--- config.mk ---
export PLATFORM = sky130hd
export DESIGN_NAME = kcl_node_mem
export DESIGN_NICKNAME = d
export VERILOG_FILES = /design/src/design/kcl_pkg.sv /design/src/design/kcl_node_mem.sv
export SDC_FILE = /design/constraint.sdc
export NUM_CORES = 2
export LEC_CHECK = 0
export CELL_PAD_IN_SITES_DETAIL_PLACEMENT = 1
export CELL_PAD_IN_SITES_GLOBAL_PLACEMENT = 2
export CORE_AREA = 2 2 662 664
export DETAILED_ROUTE_END_ITERATION = 16
export DIE_AREA = 0 0 664 666
export DONT_BUFFER_PORTS = 1
export PLACE_DENSITY = 0.65
export RECOVER_POWER = 25
export SLEW_MARGIN = 10
export SYNTH_ARGS = -nofsm -noshare
export SYNTH_HDL_FRONTEND = slang
export SYNTH_MEMORY_MAX_BITS = 65536
export SYNTH_SLANG_ARGS = --single-unit
--- constraint.sdc ---
create_clock -name clk -period 5.25 [get_ports clk]
set_input_delay 0.2625 -clock clk [delete_from_list [all_inputs] [get_ports clk]]
set_output_delay 0.2625 -clock clk [all_outputs]
set_load 0.01 [all_outputs]
--- src/design/kcl_pkg.sv ---
// Shared types and codes for the keyed circular list engine.
// No dependencies; imported by kcl_node_mem and keyed_circular_list_engine.
package kcl_pkg;

  localparam int KEY_W   = 32;
  localparam int VALUE_W = 32;
  localparam int COUNT_W = 7;

  typedef logic [1:0] cmd_t;
  typedef logic [1:0] status_t;

  // request commands
  localparam cmd_t CMD_INSERT = 2'd0;
  localparam cmd_t CMD_DELETE = 2'd1;
  localparam cmd_t CMD_LOOKUP = 2'd2;
  localparam cmd_t CMD_CLEAR  = 2'd3;

  // result status codes
  localparam status_t ST_OK        = 2'd0;
  localparam status_t ST_PRESENT   = 2'd1;
  localparam status_t ST_NOT_FOUND = 2'd2;
  localparam status_t ST_FULL      = 2'd3;

  // node memory strobes
  typedef struct packed {
    logic rd_en;
    logic data_we;
    logic link_we;
  } mem_ctl_t;

endpackage

--- src/design/kcl_node_mem.sv ---
// Node memory of the keyed circular list engine: key, value and link arrays.
// One write address and one read address per cycle, read data registered.
// Depends on kcl_pkg.
module kcl_node_mem #(
  parameter int CAPACITY = 64
) (
  input  logic                                        clk,
  input  kcl_pkg::mem_ctl_t                           ctl,
  input  logic [$clog2(CAPACITY+1)-1:0]               rd_addr,
  input  logic [$clog2(CAPACITY+1)-1:0]               wr_addr,
  input  logic [kcl_pkg::KEY_W-1:0]                   wr_key,
  input  logic [kcl_pkg::VALUE_W-1:0]                 wr_value,
  input  logic [$clog2(CAPACITY+1)-1:0]               wr_link,
  output logic [kcl_pkg::KEY_W-1:0]                   rd_key,
  output logic [kcl_pkg::VALUE_W-1:0]                 rd_value,
  output logic [$clog2(CAPACITY+1)-1:0]               rd_link
);
  import kcl_pkg::*;

  localparam int AW = $clog2(CAPACITY);
  localparam int LW = $clog2(CAPACITY + 1);

  logic [KEY_W-1:0]   key_mem   [CAPACITY];
  logic [VALUE_W-1:0] value_mem [CAPACITY];
  logic [LW-1:0]      link_mem  [CAPACITY];

  // write port
  always_ff @(posedge clk) begin
    if (ctl.data_we) begin
      key_mem[wr_addr[AW-1:0]]   <= wr_key;
      value_mem[wr_addr[AW-1:0]] <= wr_value;
    end
    if (ctl.link_we) begin
      link_mem[wr_addr[AW-1:0]] <= wr_link;
    end
  end

  // registered read port
  always_ff @(posedge clk) begin
    if (ctl.rd_en) begin
      rd_key   <= key_mem[rd_addr[AW-1:0]];
      rd_value <= value_mem[rd_addr[AW-1:0]];
      rd_link  <= link_mem[rd_addr[AW-1:0]];
    end
  end

endmodule

; ---- After elaboration in Yosys (flattened, before gate mapping)
; Memories as Yosys holds them, arrays and structs flattened. A register that Yosys moved wholly into a read port is not among the register bits.
; Cells that the tools add are included.
; W data, S select, Z words.
[totals]
elab_cells = 7
memories = 3
regBits = 0
ram_bits = 4544
out_inout_bits = 71
[mem_list]
columns = name, words, width, read_ports, rd_ports_with_merged_regs, write_ports, line
row1 = key_mem, 64, 32, 1, 1, 1, kcl_node_mem.sv:23  ; logic [KEY_W-1:0] key_mem [CAPACITY];
row2 = value_mem, 64, 32, 1, 1, 1, kcl_node_mem.sv:24  ; logic [VALUE_W-1:0] value_mem [CAPACITY];
row3 = link_mem, 64, 7, 1, 1, 1, kcl_node_mem.sv:25  ; logic [LW-1:0] link_mem [CAPACITY];
[op_classes]
muxes = 4
[op_table]
columns = operator, n
row1 = $mux W1, 4

; ---- Logic depth before layout (Yosys ltp)
[logic_depth]
ltp_word = 2
mapped_depth = 9

; ---- Worst setup path before layout
; No wires, ideal clock.
[synth_timing]
path_type = input-to-reg
start = input port wr_addr[2]
end = memory key_mem[60][0], enable pin
slack_ps = 784
n_path_buf = 3
stages = 5
required_ps = 4763
setup_time_ps = 487
arrival_time_ps = 3979
path_cell_list = clkbuf_1 -> or3b_2 -> clkbuf_1 -> clkbuf_1 -> nor2_1
[synth_lines]
columns = element, line
row1 = start: declaration, kcl_node_mem.sv:10  ; input logic [$clog2(CAPACITY+1)-1:0] wr_addr,
row2 = end: declaration, kcl_node_mem.sv:23
; Straight into the memory's write port.

==> impl_metrics.env <==
export IMPL_antenna_found_initial=28
export IMPL_final_cell_mix="4,615 x edfxtp_1, 1,136 x mux4_2, 469 x clkbuf_16, 284 x a22oi_1, 159 x buf_4"
export IMPL_drv_slew=3761
export IMPL_synth_fp_nets=7382
export IMPL_vias=85507
export IMPL_period_minus_slack_ns=4.00
export IMPL_synth_main_ff_cell="edfxtp_1"
export IMPL_layout_drive_gt1_share_pct=25.9
export IMPL_reg2reg_depth=7
export IMPL_wl_per_cell_um=38.6
export IMPL_final_common_cell="edfxtp_1"
export IMPL_synth_cell_types=30
export IMPL_post_cts_resized=0
export IMPL_clkLatencyLatePin_ns=1.02
export IMPL_reg2reg_slack_ns=2.62
export IMPL_critPathMaxFanout=95
export IMPL_port_buffers=0
export IMPL_core_um2=436000
export IMPL_status="finished with violations"
export IMPL_slew_headroom_pct=-108
export IMPL_critPathRequiredTime_ns=6.00
export IMPL_row_count=243
export IMPL_globalplace_congestion=0.744
export IMPL_routed_via_density=6.15
export IMPL_async_flop_share_pct=0
export IMPL_drv_cap=53
export IMPL_synth_area_um2=174000
export IMPL_drt_iter0_markers=11967
export IMPL_worstSetupPathType="in2reg"
export IMPL_max_freq_ghz=0.250
export IMPL_clock_root_buffer="clkbuf_16"
export IMPL_worstHoldEndpoint="link_mem[60][6]"
export IMPL_tightest_slew_ns=3.12
export IMPL_die_x_um=664
export IMPL_numClockSinks=4615
export IMPL_setup_viol=0
export IMPL_drc_errors=0
export IMPL_p_comb_share_pct=4.5
export IMPL_cts_buffers=465
export IMPL_ys_top_cells_by_area="edfxtp_1 80%, mux4_2 15%, a22oi_1 1.2%, o221ai_1 0.60%, buf_2 0.49%"
export IMPL_cts_clk_slew_worst_paths_ns=0.06
export IMPL_h_tree_depth=5
export IMPL_end_kind="register"
export IMPL_worstReg2RegStart="link_mem[51][6]"
export IMPL_fin_crit_sh_pct=76.2
export IMPL_ys_ff_latch=4615
export IMPL_ioPinCount=160
export IMPL_dr_pass1_iters=5
export IMPL_place_ws_ns=-0.566
export IMPL_r2r_end="rd_link[6]"
export IMPL_whs_ns=0.0692
export IMPL_skew_ns=0.0628
export IMPL_synth_edf_count=4615
export IMPL_netSwitchingPower_mw=16.5
export IMPL_min_path_type="in2reg"
export IMPL_stdcell_count=13896
export IMPL_syn_area_per_cell_um2=23.8
export IMPL_postCtsSetupBuffers=0
export IMPL_overflow=0
export IMPL_violations="capacitance limit, slew limit"
export IMPL_grt_pass1_wl_mm=736
export IMPL_irDropWorstVdd_v=0.000315
export IMPL_intPower_mw=60.4
export IMPL_die_y_um=666
export IMPL_final_antenna_net_count=0
export IMPL_sw_frac_of_total_pct=21.5
export IMPL_holdPathStages=2
export IMPL_power_density_nw_per_um2=387
export IMPL_clockPowerShare_pct=42.1
export IMPL_hp_start="wr_addr[5]"
export IMPL_worst_slack_ns=1.25
export IMPL_clockBufferDepth=4
export IMPL_startpoint="rd_addr[0]"
export IMPL_crit_path_start_kind="input port"
export IMPL_yosysSeqAreaShare_pct=79.8
export IMPL_p_leak_nw=60.5
export IMPL_design_area_um2=199000
export IMPL_synth_top_cell_by_area="edfxtp_1"
export IMPL_cts_hold_buf=164
export IMPL_cts_tree="built"
export IMPL_critPathArrivalTime_ns=4.75
export IMPL_grt_usage_pct=23.9
export IMPL_synth_top_area_share_pct=79.8
export IMPL_ys_warn_count=0
export IMPL_die_area_um2=442000
export IMPL_start_util_pct=39.8
export IMPL_dpl_instance_area_um2=182000
export IMPL_grt_max_degree=419
export IMPL_hpwl_mm=272
export IMPL_synth_cells=7293
export IMPL_grt_pass1_vias=87967
export IMPL_area_growth_pct=14.4
export IMPL_dp_cells=12858
export IMPL_finalHoldViolations=0
export IMPL_seqPwrFrac_pct=53.4
export IMPL_wl_mm=536
export IMPL_nNetsFinal=7828
export IMPL_grt_setup_unrepaired="false"
==> flip-flops by register name, summed over array words and instances, names as in the netlist <==
signal	flops
key_mem	2048
link_mem	448
rd_key	32
rd_link	7
rd_value	32
value_mem	2048
==> per-layer routing <==
metal	vias up	track usage, %	routed length (um)
li1	32691	-	-
met1	47821	33.9	219000
met2	4223	38.3	256000
met3	766	4.32	45100
met4	6	6.85	16100
met5	-	0	41
==> power by group through the flow <==
stage / combinational [mW] / clock [mW] / sequential [mW]
floorplan: 1.87 / 0 / 41.8
global placement: 2.72 / 0 / 41.8
detailed placement: 2.74 / 0 / 41.8
CTS: 3.56 / 32.9 / 41.0
global route: 3.62 / 34.2 / 41.1
finish: 3.44 / 32.4 / 41.1
==> final cells by class <==
type                            instances  area, um2
Antenna cell                           15       37.5
Clock buffer                          569      12100
Clock inverter                        283       2510
Fill cell                           38984     237000
Multi-Input combinational cell       2252      33600
Sequential cell                      4615     139000
Tap cell                             5757       7200
Timing Repair Buffer                  405       4670
==> Yosys cell counts, types with 2 or more instances <==
library cell  instances
a21oi_1              23
nand2_1              16
buf_6                 2
nand4_1               2
or3b_2                2
and2_1                2
buf_2               169
buf_4                62
nand2b_1              9
nor2_1              134
or2_2                 3
or3_1                 3
mux2i_1              64
mux4_2             1136
o211a_1              21
o22ai_1             121
edfxtp_1           4615
buf_1                21
nor2b_1              57
nand3_1             151
o221ai_1            119
a22oi_1             284
a211oi_1             49
nand3b_1              4
and3_1               49
clkbuf_1            171
==> critical path, stage by stage <==
cell,delay [ns]
buf_16,0.29
buf_16,0.40
buf_16,0.41
buf_16,0.56
buf_16,0.46
buf_16,0.50
mux4_2,0.60
mux2i_1,0.22
o22ai_1,0.18
o211a_1,0.27
==> worst max-delay path by stage <==
| stage | to |
|---|---|
| 2_1_floorplan | key_mem[60][0] |
| 3_3_place_gp | rd_key[2] |
| 3_5_place_dp | rd_key[2] |
| 4_1_cts | rd_key[2] |
| 5_1_grt | rd_key[2] |
| 6_report | rd_key[2] |
==> cells by family (layout without fill, tap and decap cells) <==
logic type,after synthesis,in the layout,synth area share (%)
other,0,15,0
flip-flops,4615,4615,79.8
multiplexers,1201,1201,15.1
AO/OA/AOI/OAI,618,618,2.67
AND/OR/NAND/NOR,433,433,1.24
buffers and inverters,426,1257,1.19
==> metrics by stage <==
| stage | utilization, % | TNS [ns] | total power [mW] |
|---|---|---|---|
| 2_1_floorplan | - | 0 | 43.6 |
| 3_3_place_gp | 41.8 | -6.40 | 44.5 |
| 3_5_place_dp | 41.8 | -6.23 | 44.6 |
| 4_1_cts | 45.8 | 0 | 77.5 |
| 5_1_grt | 45.6 | 0 | 78.9 |
| 6_report | 45.6 | 0 | 77.0 |
Note: power is estimated with default switching activity, not from simulation.
